<file path="src/hw/rtl/zoomed_blit_address_generator_macros.svh">
// assertion macros shared by the blit address generator modules
`ifndef ZOOMED_BLIT_ADDRESS_GENERATOR_MACROS_SVH
`define ZOOMED_BLIT_ADDRESS_GENERATOR_MACROS_SVH

// implication checked on every rising clock edge, off while reset is low
`define ZBAG_ASSERT(label, clk, rst_n, prop, msg) \
  label: assert property (@(posedge clk) disable iff (!rst_n) prop) else $error(msg);

// same check with no reset term, for properties that hold during reset too
`define ZBAG_ASSERT_CLK(label, clk, prop, msg) \
  label: assert property (@(posedge clk) prop) else $error(msg);

`endif

</file>
<file path="src/hw/rtl/zbag_pkg.sv">
package zbag_pkg;

  // field widths
  localparam int ZoomW  = 8;
  localparam int StartW = 10;
  localparam int DimW   = 11;
  localparam int CntW   = 11;
  localparam int ColW   = 18;
  localparam int RowW   = 13;
  localparam int RepW   = 7;
  localparam int AddrW  = 20;
  localparam int CfgIdxW = 3;

  // zoom saturation limit
  localparam int ZoomLimit = 64;

  // configuration register indexes
  localparam logic [CfgIdxW-1:0] CfgZoom     = 3'd0;
  localparam logic [CfgIdxW-1:0] CfgStartCol = 3'd1;
  localparam logic [CfgIdxW-1:0] CfgStartRow = 3'd2;
  localparam logic [CfgIdxW-1:0] CfgWidth    = 3'd3;
  localparam logic [CfgIdxW-1:0] CfgHeight   = 3'd4;
  localparam logic [CfgIdxW-1:0] CfgBottomUp = 3'd5;
  localparam logic [CfgIdxW-1:0] CfgSpanCols = 3'd6;
  localparam logic [CfgIdxW-1:0] CfgSpanRows = 3'd7;

  // live configuration
  typedef struct packed {
    logic signed [ZoomW-1:0] zoom;
    logic [StartW-1:0]       start_col;
    logic [StartW-1:0]       start_row;
    logic [DimW-1:0]         image_width;
    logic [DimW-1:0]         image_height;
    logic                    bottom_up;
    logic [DimW-1:0]         span_cols;
    logic [DimW-1:0]         span_rows;
  } cfg_t;

  // one pixel handed from the walker to the address stage
  typedef struct packed {
    logic [RowW-1:0] src_row;
    logic [ColW-1:0] src_col;
    logic [DimW-1:0] width;
    logic [CntW-1:0] screen_col;
    logic [CntW-1:0] screen_row;
    logic            out_of_range;
    logic            last;
  } pix_t;

endpackage

</file>
<file path="src/hw/rtl/zbag_cfg.sv">
module zbag_cfg
  import zbag_pkg::*;
(
  input  logic                clk_i,
  input  logic                rst_ni,
  input  logic                cfg_valid_i,
  input  logic [CfgIdxW-1:0]  cfg_index_i,
  input  logic [DimW-1:0]     cfg_data_i,
  output cfg_t                cfg_o
);

  cfg_t cfg_q;

  // register file, written by index on each configuration transaction
  always_ff @(posedge clk_i or negedge rst_ni) begin
    if (!rst_ni) begin
      cfg_q.zoom         <= 8'sd1;
      cfg_q.start_col    <= '0;
      cfg_q.start_row    <= '0;
      cfg_q.image_width  <= 11'd1024;
      cfg_q.image_height <= 11'd1024;
      cfg_q.bottom_up    <= 1'b0;
      cfg_q.span_cols    <= '0;
      cfg_q.span_rows    <= '0;
    end else if (cfg_valid_i) begin
      case (cfg_index_i)
        CfgZoom:     cfg_q.zoom         <= cfg_data_i[ZoomW-1:0];
        CfgStartCol: cfg_q.start_col    <= cfg_data_i[StartW-1:0];
        CfgStartRow: cfg_q.start_row    <= cfg_data_i[StartW-1:0];
        CfgWidth:    cfg_q.image_width  <= cfg_data_i;
        CfgHeight:   cfg_q.image_height <= cfg_data_i;
        CfgBottomUp: cfg_q.bottom_up    <= cfg_data_i[0];
        CfgSpanCols: cfg_q.span_cols    <= cfg_data_i;
        CfgSpanRows: cfg_q.span_rows    <= cfg_data_i;
        default:     cfg_q.zoom         <= cfg_q.zoom;
      endcase
    end
  end

  assign cfg_o = cfg_q;

endmodule

</file>
<file path="src/hw/rtl/zbag_walk.sv">
`include "zoomed_blit_address_generator_macros.svh"

module zbag_walk
  import zbag_pkg::*;
#(
  parameter int MAX_WIDTH  = 1024,
  parameter int MAX_HEIGHT = 1024,
  parameter int MAX_SPAN   = 2048
) (
  input  logic clk_i,
  input  logic rst_ni,
  input  cfg_t cfg_i,
  input  logic in_valid_i,
  output logic in_ready_o,
  input  logic restart_i,
  input  logic down_ready_i,
  output logic pix_valid_o,
  output pix_t pix_o
);

  localparam logic [12:0] MaxW  = 13'(MAX_WIDTH);
  localparam logic [12:0] MaxH  = 13'(MAX_HEIGHT);
  localparam logic [12:0] MaxS1 = 13'(MAX_SPAN - 1);

  // walk state
  logic [CntW-1:0] col_cnt_q, col_cnt_d;
  logic [CntW-1:0] row_cnt_q, row_cnt_d;
  logic [ColW-1:0] src_col_q, src_col_d;
  logic [RowW-1:0] src_row_q, src_row_d;
  logic [RepW-1:0] rep_x_q, rep_x_d;
  logic [RepW-1:0] rep_y_q, rep_y_d;
  logic            active_q, active_d;
  logic            pix_valid_q, pix_valid_d;
  pix_t            pix_q;

  logic signed [ZoomW-1:0] zoom_eff;
  logic            zoom_pos;
  logic [RepW-1:0] mag, rep;
  logic [DimW-1:0] w_eff, h_eff, span_c, span_r;
  logic [RowW-1:0] begin_row;
  logic [CntW-1:0] cur_col_cnt, cur_row_cnt;
  logic [ColW-1:0] cur_src_col;
  logic [RowW-1:0] cur_src_row;
  logic [RepW-1:0] cur_rep_x, cur_rep_y;
  logic            emit, accept, cur_oor, cur_last, row_end;
  logic signed [RowW:0] row_sum, row_hi, row_min;
  logic [RowW-1:0] row_step;

  // effective register values after saturation
  always_comb begin
    if (cfg_i.zoom == 8'sd0) begin
      zoom_eff = 8'sd1;
    end else if (cfg_i.zoom > 8'(ZoomLimit)) begin
      zoom_eff = 8'(ZoomLimit);
    end else if (cfg_i.zoom < -8'(ZoomLimit)) begin
      zoom_eff = -8'(ZoomLimit);
    end else begin
      zoom_eff = cfg_i.zoom;
    end
  end

  assign zoom_pos = !zoom_eff[ZoomW-1];
  assign mag      = zoom_pos ? zoom_eff[RepW-1:0] : RepW'(-zoom_eff);
  assign rep      = zoom_pos ? mag : RepW'(1);

  assign w_eff  = ({2'b00, cfg_i.image_width} > MaxW) ? MaxW[DimW-1:0] : cfg_i.image_width;
  assign h_eff  = ({2'b00, cfg_i.image_height} > MaxH) ? MaxH[DimW-1:0] : cfg_i.image_height;
  assign span_c = ({2'b00, cfg_i.span_cols} > MaxS1) ? MaxS1[DimW-1:0] : cfg_i.span_cols;
  assign span_r = ({2'b00, cfg_i.span_rows} > MaxS1) ? MaxS1[DimW-1:0] : cfg_i.span_rows;

  // first row of a pass, mirrored for bottom-up images
  assign begin_row = cfg_i.bottom_up
                   ? {2'b00, h_eff} - RowW'(1) - {3'b000, cfg_i.start_row}
                   : {3'b000, cfg_i.start_row};

  // pixel position in use: a fresh pass or the stored walk
  assign cur_col_cnt = restart_i ? '0 : col_cnt_q;
  assign cur_row_cnt = restart_i ? '0 : row_cnt_q;
  assign cur_src_col = restart_i ? {8'd0, cfg_i.start_col} : src_col_q;
  assign cur_src_row = restart_i ? begin_row : src_row_q;
  assign cur_rep_x   = restart_i ? rep : rep_x_q;
  assign cur_rep_y   = restart_i ? rep : rep_y_q;

  assign emit    = restart_i || active_q;
  assign in_ready_o = !pix_valid_q || down_ready_i;
  assign accept  = in_valid_i && in_ready_o;

  // range flag and end of rectangle
  assign cur_oor  = (cur_src_col >= {7'd0, w_eff}) || cur_src_row[RowW-1]
                 || ($signed(cur_src_row) >= $signed({2'b00, h_eff}));
  assign row_end  = cur_col_cnt >= span_c;
  assign cur_last = row_end && (cur_row_cnt >= span_r);

  // row steps: decimation step clamped to the image, single-row step for magnification
  always_comb begin
    row_sum = $signed({cur_src_row[RowW-1], cur_src_row})
            + (cfg_i.bottom_up ? -$signed({7'd0, mag}) : $signed({7'd0, mag}));
    row_hi  = $signed({3'b000, h_eff}) - 14'sd1;
    row_min = (row_sum > row_hi) ? row_hi : row_sum;
    if (row_min < 14'sd0) begin
      row_min = 14'sd0;
    end
    row_step = cfg_i.bottom_up ? cur_src_row - RowW'(1) : cur_src_row + RowW'(1);
  end

  // next walk state
  always_comb begin
    col_cnt_d = cur_col_cnt;
    row_cnt_d = cur_row_cnt;
    src_col_d = cur_src_col;
    src_row_d = cur_src_row;
    rep_x_d   = cur_rep_x;
    rep_y_d   = cur_rep_y;
    active_d  = !cur_last;
    if (!cur_last) begin
      if (row_end) begin
        if (zoom_pos) begin
          if (cur_rep_y <= RepW'(1)) begin
            src_row_d = row_step;
            rep_y_d   = rep;
          end else begin
            rep_y_d = cur_rep_y - RepW'(1);
          end
        end else begin
          src_row_d = row_min[RowW-1:0];
        end
        src_col_d = {8'd0, cfg_i.start_col};
        rep_x_d   = rep;
        col_cnt_d = '0;
        row_cnt_d = cur_row_cnt + CntW'(1);
      end else begin
        if (zoom_pos) begin
          if (cur_rep_x <= RepW'(1)) begin
            src_col_d = cur_src_col + ColW'(1);
            rep_x_d   = rep;
          end else begin
            rep_x_d = cur_rep_x - RepW'(1);
          end
        end else begin
          src_col_d = cur_src_col + {11'd0, mag};
        end
        col_cnt_d = cur_col_cnt + CntW'(1);
      end
    end
  end

  // pixel register valid flag
  always_comb begin
    pix_valid_d = pix_valid_q;
    if (accept) begin
      pix_valid_d = emit;
    end else if (down_ready_i) begin
      pix_valid_d = 1'b0;
    end
  end

  always_ff @(posedge clk_i or negedge rst_ni) begin
    if (!rst_ni) begin
      col_cnt_q   <= '0;
      row_cnt_q   <= '0;
      src_col_q   <= '0;
      src_row_q   <= '0;
      rep_x_q     <= '0;
      rep_y_q     <= '0;
      active_q    <= 1'b0;
      pix_valid_q <= 1'b0;
    end else begin
      pix_valid_q <= pix_valid_d;
      if (accept && emit) begin
        col_cnt_q <= col_cnt_d;
        row_cnt_q <= row_cnt_d;
        src_col_q <= src_col_d;
        src_row_q <= src_row_d;
        rep_x_q   <= rep_x_d;
        rep_y_q   <= rep_y_d;
        active_q  <= active_d;
      end
    end
  end

  // pixel payload, loaded with each transaction that emits
  always_ff @(posedge clk_i) begin
    if (accept && emit) begin
      pix_q.src_row      <= cur_src_row;
      pix_q.src_col      <= cur_src_col;
      pix_q.width        <= w_eff;
      pix_q.screen_col   <= cur_col_cnt;
      pix_q.screen_row   <= cur_row_cnt;
      pix_q.out_of_range <= cur_oor;
      pix_q.last         <= cur_last;
    end
  end

  assign pix_valid_o = pix_valid_q;
  assign pix_o       = pix_q;

  `ZBAG_ASSERT(a_last_ends_pass, clk_i, rst_ni, accept && emit && cur_last |=> !active_q, "pass still active after last pixel")
  `ZBAG_ASSERT(a_restart_origin, clk_i, rst_ni, accept && restart_i |=> pix_valid_q && pix_q.screen_col == '0 && pix_q.screen_row == '0, "restart did not begin at the origin")
  `ZBAG_ASSERT(a_idle_silent, clk_i, rst_ni, accept && !restart_i && !active_q |=> !pix_valid_q, "idle advance produced a pixel")

endmodule

</file>
<file path="src/hw/rtl/zbag_addr.sv">
`include "zoomed_blit_address_generator_macros.svh"

module zbag_addr
  import zbag_pkg::*;
(
  input  logic             clk_i,
  input  logic             rst_ni,
  input  logic             pix_valid_i,
  input  pix_t             pix_i,
  output logic             adv_o,
  output logic             out_valid_o,
  input  logic             out_ready_i,
  output logic [AddrW-1:0] src_addr_o,
  output logic [CntW-1:0]  screen_col_o,
  output logic [CntW-1:0]  screen_row_o,
  output logic             out_of_range_o,
  output logic             last_o
);

  logic             out_valid_q;
  logic [AddrW-1:0] addr_q, addr_d;
  logic [CntW-1:0]  scol_q, srow_q;
  logic             oor_q, last_q;
  logic [AddrW-1:0] row_ext, prod;

  // row times stride plus column, kept modulo the address space
  assign row_ext = {{(AddrW-RowW){pix_i.src_row[RowW-1]}}, pix_i.src_row};
  assign prod    = row_ext * {{(AddrW-DimW){1'b0}}, pix_i.width};
  assign addr_d  = prod + {{(AddrW-ColW){1'b0}}, pix_i.src_col};

  // result register frees when empty or taken
  assign adv_o = !out_valid_q || out_ready_i;

  always_ff @(posedge clk_i or negedge rst_ni) begin
    if (!rst_ni) begin
      out_valid_q <= 1'b0;
    end else if (adv_o) begin
      out_valid_q <= pix_valid_i;
    end
  end

  always_ff @(posedge clk_i) begin
    if (adv_o && pix_valid_i) begin
      addr_q <= addr_d;
      scol_q <= pix_i.screen_col;
      srow_q <= pix_i.screen_row;
      oor_q  <= pix_i.out_of_range;
      last_q <= pix_i.last;
    end
  end

  assign out_valid_o    = out_valid_q;
  assign src_addr_o     = addr_q;
  assign screen_col_o   = scol_q;
  assign screen_row_o   = srow_q;
  assign out_of_range_o = oor_q;
  assign last_o         = last_q;

  `ZBAG_ASSERT(a_pixel_lands, clk_i, rst_ni, pix_valid_i && adv_o |=> out_valid_q, "pixel lost between stages")

endmodule

</file>
<file path="src/hw/rtl/zoomed_blit_address_generator.sv">
// Zoomed blit address generator: walks a screen rectangle of (span_cols+1) x (span_rows+1)
// pixels in raster order and returns, per pixel, the source address row*width+col, the
// screen position, an out-of-range flag and tlast on the final pixel. Each input
// transaction with tdata bit 0 set starts a new pass and yields its first pixel; with bit 0
// clear it yields the next pixel, or nothing when no pass is running. One transaction is
// taken per clock while the input is ready; each result passes through one pixel register
// (walk counters) and then one result register (address multiply-add), and the input stays
// ready while a result waits as long as the pixel register is empty. Configuration writes
// are always ready, take effect on the next step and belong between passes.
module zoomed_blit_address_generator
  import zbag_pkg::*;
#(
  parameter int MAX_WIDTH  = 1024,
  parameter int MAX_HEIGHT = 1024,
  parameter int MAX_SPAN   = 2048
) (
  input  logic                clk_i,
  input  logic                rst_ni,
  // configuration write channel
  input  logic                cfg_valid_i,
  output logic                cfg_ready_o,
  input  logic [CfgIdxW-1:0]  cfg_index_i,
  input  logic [DimW-1:0]     cfg_data_i,
  // input stream
  input  logic                s_axis_tvalid,
  output logic                s_axis_tready,
  input  logic [7:0]          s_axis_tdata,   // [0] restart, [7:1] zero
  // output stream
  output logic                m_axis_tvalid,
  input  logic                m_axis_tready,
  output logic [47:0]         m_axis_tdata,   // [19:0] src_addr, [30:20] screen_col,
                                              // [41:31] screen_row, [42] out_of_range,
                                              // [47:43] zero
  output logic                m_axis_tlast
);

  cfg_t             cfg;
  pix_t             pix;
  logic             pix_valid, adv;
  logic [AddrW-1:0] src_addr;
  logic [CntW-1:0]  screen_col, screen_row;
  logic             out_of_range;

  // configuration registers
  assign cfg_ready_o = 1'b1;

  zbag_cfg u_cfg (
    .clk_i       (clk_i),
    .rst_ni      (rst_ni),
    .cfg_valid_i (cfg_valid_i),
    .cfg_index_i (cfg_index_i),
    .cfg_data_i  (cfg_data_i),
    .cfg_o       (cfg)
  );

  // raster walk and pixel register
  zbag_walk #(
    .MAX_WIDTH  (MAX_WIDTH),
    .MAX_HEIGHT (MAX_HEIGHT),
    .MAX_SPAN   (MAX_SPAN)
  ) u_walk (
    .clk_i        (clk_i),
    .rst_ni       (rst_ni),
    .cfg_i        (cfg),
    .in_valid_i   (s_axis_tvalid),
    .in_ready_o   (s_axis_tready),
    .restart_i    (s_axis_tdata[0]),
    .down_ready_i (adv),
    .pix_valid_o  (pix_valid),
    .pix_o        (pix)
  );

  // address multiply-add and result register
  zbag_addr u_addr (
    .clk_i          (clk_i),
    .rst_ni         (rst_ni),
    .pix_valid_i    (pix_valid),
    .pix_i          (pix),
    .adv_o          (adv),
    .out_valid_o    (m_axis_tvalid),
    .out_ready_i    (m_axis_tready),
    .src_addr_o     (src_addr),
    .screen_col_o   (screen_col),
    .screen_row_o   (screen_row),
    .out_of_range_o (out_of_range),
    .last_o         (m_axis_tlast)
  );

  assign m_axis_tdata = {5'd0, out_of_range, screen_row, screen_col, src_addr};

endmodule
</file>
<file path="config.mk">
export PLATFORM = sky130hd
export DESIGN_NAME = zoomed_blit_address_generator
export DESIGN_NICKNAME = d
export VERILOG_FILES = /design/src/hw/rtl/zbag_pkg.sv /design/src/hw/rtl/zbag_cfg.sv /design/src/hw/rtl/zbag_walk.sv /design/src/hw/rtl/zbag_addr.sv /design/src/hw/rtl/zoomed_blit_address_generator.sv
export VERILOG_INCLUDE_DIRS = /design/src /design/src/hw/rtl
export SDC_FILE = /design/constraint.sdc
export NUM_CORES = 1
export LEC_CHECK = 0
export BUFFER_PORTS_ARGS = -buffer_cell sky130_fd_sc_hd__buf_4
export CAP_MARGIN = 5
export CORE_ASPECT_RATIO = 0.9
export CORE_MARGIN = 10
export CORE_UTILIZATION = 58
export CTS_BUF_LIST = sky130_fd_sc_hd__clkbuf_16
export DETAILED_ROUTE_END_ITERATION = 16
export GPL_TIMING_DRIVEN = 0
export PLACE_DENSITY = 0.78
export SLEW_MARGIN = 20
export SYNTH_ARGS = -nofsm -noshare
export SYNTH_HDL_FRONTEND = slang
export SYNTH_SLANG_ARGS = --single-unit
</file>
<file path="constraint.sdc">
create_clock -name clk_i -period 6.7 [get_ports clk_i]
set_clock_uncertainty 0.15 [all_clocks]
set_input_delay 1.34 -clock clk_i [delete_from_list [all_inputs] [get_ports clk_i]]
set_output_delay 1.34 -clock clk_i [all_outputs]
set_load 0.01 [all_outputs]
</file>
==> run_results.csv <==
group,metric,value,unit
run_status,status,"finished with violations",
run_status,violations,"negative setup slack",
clock_tree,clock-sinks,253,
worst_setup_path,crit_arrival,7100,ps
floorplan,die_w,218,µm
timing,finalMaxSlewViolations,0,
floorplan,core_area,0.0349,mm²
worst_setup_path,cp_num_cells,32,
timing,setup_violations,10,
floorplan,floorplan.initialDensity,58.4,%
worst_setup_path,cpPeakStageDelay,440,ps
drt,routed-via-count,16838,
drt,viasPerCell,6.13,
logic_synthesis,syn_avg_cell_area,9.63,µm²
worst_setup_path,cp_common_cell,"buf_4",
drt,firstDrtPassIters,6,
drt,detail_route.wirelength,61.6,mm
clock_tree,cts_tree,"built",
clock_tree,clkLatencyLatePin,600,ps
clock_tree,cts_hold_buf,0,
floorplan,die_h,198,µm
cells_and_area,fin_nets,2568,
job,cap_viol_max_count,0,
timing,layout_setup_ws,-139,ps
global_routing,grt_pass1_vias,17248,
min_path,hp-class,"reg2reg",
global_routing,grt_pass1_wl,96.1,mm
timing,hold_viol,0,
min_path,hold_depth,0,
logic_synthesis,synth_area,0.0204,mm²
logic_synthesis,synth_cells,2115,
cells_and_area,final_cells,2748,
cells_and_area,drive_gt1_share,15.2,%
cells_and_area,syn_to_final_growth,14.5,%
placed_design,placedCellCount,2656,
timing,fin_crit,6840,ps
logic_synthesis,synth-edff-count,110,
placed_design,globalplace.congestion,0.988,
timing,post-route-period-util,102,%
global_routing,grt_usage,28.6,%
floorplan,rows,65,
worst_setup_path,worstPathRequired,6960,ps
logic_synthesis,yosysWarnings,0,
floorplan,die-area,0.0430,mm²
placed_design,portBuffers,63,
timing,tightest_slew,1140,ps
global_routing,antenna_found_initial,3,
worst_setup_path,r2r_cells,32,
drt,drt-initial-drc-count,1910,
drt,drc,0,
global_routing,gr-total-overflow,0,
worst_setup_path,cp_max_fo,6,
clock_tree,htreeDepth,1,
placed_design,dp.final_hpwl,45.5,mm
logic_synthesis,ys.flop_type,"dfrtp_1",
clock_tree,clk_path_buf_depth,3,
global_routing,grt_max_degree,86,
timing,fmax,0.146,GHz
worst_setup_path,critPathSlowestCell,"dfrtp_2",
worst_setup_path,path_class,"reg2reg",
logic_synthesis,seq_area_frac_synth,33.8,%
timing,setup_tns,-732,ps
drt,routedWlPerCell,22.4,µm
drt,ant_nets,0,
worst_setup_path,crit_path_start_kind,"flop",
timing,relSlewSlack,23.8,%
logic_synthesis,synth_cell_type_count,88,
clock_tree,cts-root-buf,"clkbuf_16",
logic_synthesis,ys_ff_latch,253,
timing,rsz0062_at_grt,"yes",
floorplan,io_pins,79,
worst_setup_path,cp_top_family,"compound AO/OA/AOI/OAI gates",
clock_tree,cts_inserted_buffers,30,
worst_setup_path,cp_num_buf_inv,11,
logic_synthesis,ys_async_sr_fraction,56.5,%
clock_tree,cts.clk_slew.worst_paths,60,ps
worst_setup_path,critPathCaptureType,"flop",
timing repair:
item                                    in CTS  in global routing
resized for setup                           62                 48
gates cloned                                 0                  0
endpoints found under the setup margin      70                 29
pin swaps                                   23                 28
buffers inserted                            27                 16
final cells by class:
cell class | instances | area [µm²]
Timing Repair Buffer | 111 | 922
Tap cell | 469 | 587
Buffer | 85 | 434
Clock buffer | 30 | 751
Antenna cell | 1 | 2.50
Sequential cell | 253 | 6890
Clock inverter | 25 | 264
Fill cell | 2702 | 11600
Inverter | 234 | 883
Multi-Input combinational cell | 1540 | 12600
kinds of logic after synthesis:
kind of cell | count (synthesis) | share of synthesized area (%)
AOI/OAI and AO/OA | 414 | 13.3
DFF | 253 | 33.8
adders and majority gates | 286 | 22.2
other | 2 | 0.0369
muxes | 85 | 4.61
buffers and inverters | 326 | 6.34
and+or+nand+nor | 654 | 15.5
xor gates and xnor gates | 95 | 4.20
registers in the layout (all words and copies together) (netlist names):
name and flops:
u_cfg.cfg_o 73, u_walk.pix_o 66, u_addr.src_addr_o 20, u_walk.src_col_q 18, u_walk.src_row_q 13, u_addr.screen_col_o 11, u_addr.screen_row_o 11, u_walk.col_cnt_q 11
u_walk.row_cnt_q 11, u_walk.rep_x_q 7, u_walk.rep_y_q 7, u_addr.last_o 1, u_addr.out_of_range_o 1, u_addr.out_valid_o 1, u_walk.active_q 1, u_walk.pix_valid_o 1
Yosys cell counts, drive strengths merged (5+ instances only):
master    n  area, µm²
a211oi   14        130
a21boi    6       48.8
a21o     19        143
a21oi   106        531
a221oi    7       61.3
a22o      8       78.8
a31oi    22        138
and2     67        419
and3     12       75.1
buf      25        161
clkbuf   67        251
dfrtp   140       3500
edfxtp  110       3300
fa      126       2520
ha      160       2000
inv     231        867
mux2     67        758
mux2i    18        180
nand2   248        931
nand2b   18        113
nand3    51        260
nand4    16        100
nor2    109        409
nor2b    47        294
nor3     33        176
nor3b     7       52.6
nor4     11       75.1
o211a     5       50.1
o211ai    8       65.1
o21a     20        150
o21ai   107        539
o21bai    7       52.6
o221ai    5       43.8
o22ai    21        131
o31ai    14        119
o41ai     7       80.1
or2       8       50.1
or3      11       73.8
xnor2    73        662
xor2     22        193
path summary, 6_finish.rpt:
kind	startpoint	endpoint	slack (ps)
worst max-delay path	u_cfg.cfg_o[32]	u_walk.src_row_q[1]	-140
worst min-delay path	u_walk.pix_o[7]	u_addr.screen_row_o[5]	260
worst max register to register	u_cfg.cfg_o[32]	u_walk.src_row_q[1]	-140
worst min register to register	u_walk.pix_o[7]	u_addr.screen_row_o[5]	260
max in group asynchronous	rst_ni	u_walk.src_col_q[15]	5050
min in group asynchronous	rst_ni	u_cfg.cfg_o[5]	560
cells in the final DEF, fill, tap and decap left out, types with 9 or more instances in the layout:
cell type | synthesis | layout
clkbuf_1 | 67 | 51
nand2b_1 | 18 | 18
o31ai_1 | 13 | 11
buf_4 | 10 | 114
and3_1 | 12 | 11
xnor2_1 | 70 | 68
mux2_2 | 66 | 66
o22ai_1 | 21 | 19
nand4_1 | 16 | 16
nand2_1 | 248 | 244
ha_1 | 160 | 156
fa_1 | 126 | 126
a21oi_1 | 106 | 99
o21ai_0 | 103 | 95
nand3_1 | 50 | 47
nor2b_1 | 47 | 46
and2_1 | 67 | 66
edfxtp_1 | 110 | 110
xor2_1 | 22 | 21
o21a_1 | 20 | 20
dfrtp_1 | 140 | 137
a21o_1 | 19 | 19
inv_1 | 231 | 232
a31oi_1 | 22 | 21
mux2i_1 | 18 | 16
clkbuf_16 | 0 | 30
nor2_1 | 109 | 105
nor3_1 | 32 | 30
a211oi_1 | 12 | 10
or3_1 | 10 | 9
through the flow:
stage          util (%)  hold slack (ps)  worst slack (ps)  instance area, µm²
2_1_floorplan         -              250              14.0               20400
3_3_place_gp       61.5              252             -2110               21500
3_5_place_dp       61.8              255             -2130               21600
4_1_cts            66.1              249              4.28               23000
5_1_grt            66.8              257              -363               23300
6_report           66.8              256              -139               23300
layer usage:
metal	track usage [%]	part of all wire, %
met2	46.1	46
met4	13.7	5.2
met1	36.0	40
met3	6.32	9.3
met5	0	0
Power is not shown: default switching activity piles up to over one toggle a cycle in this logic, so the estimate is an artifact.
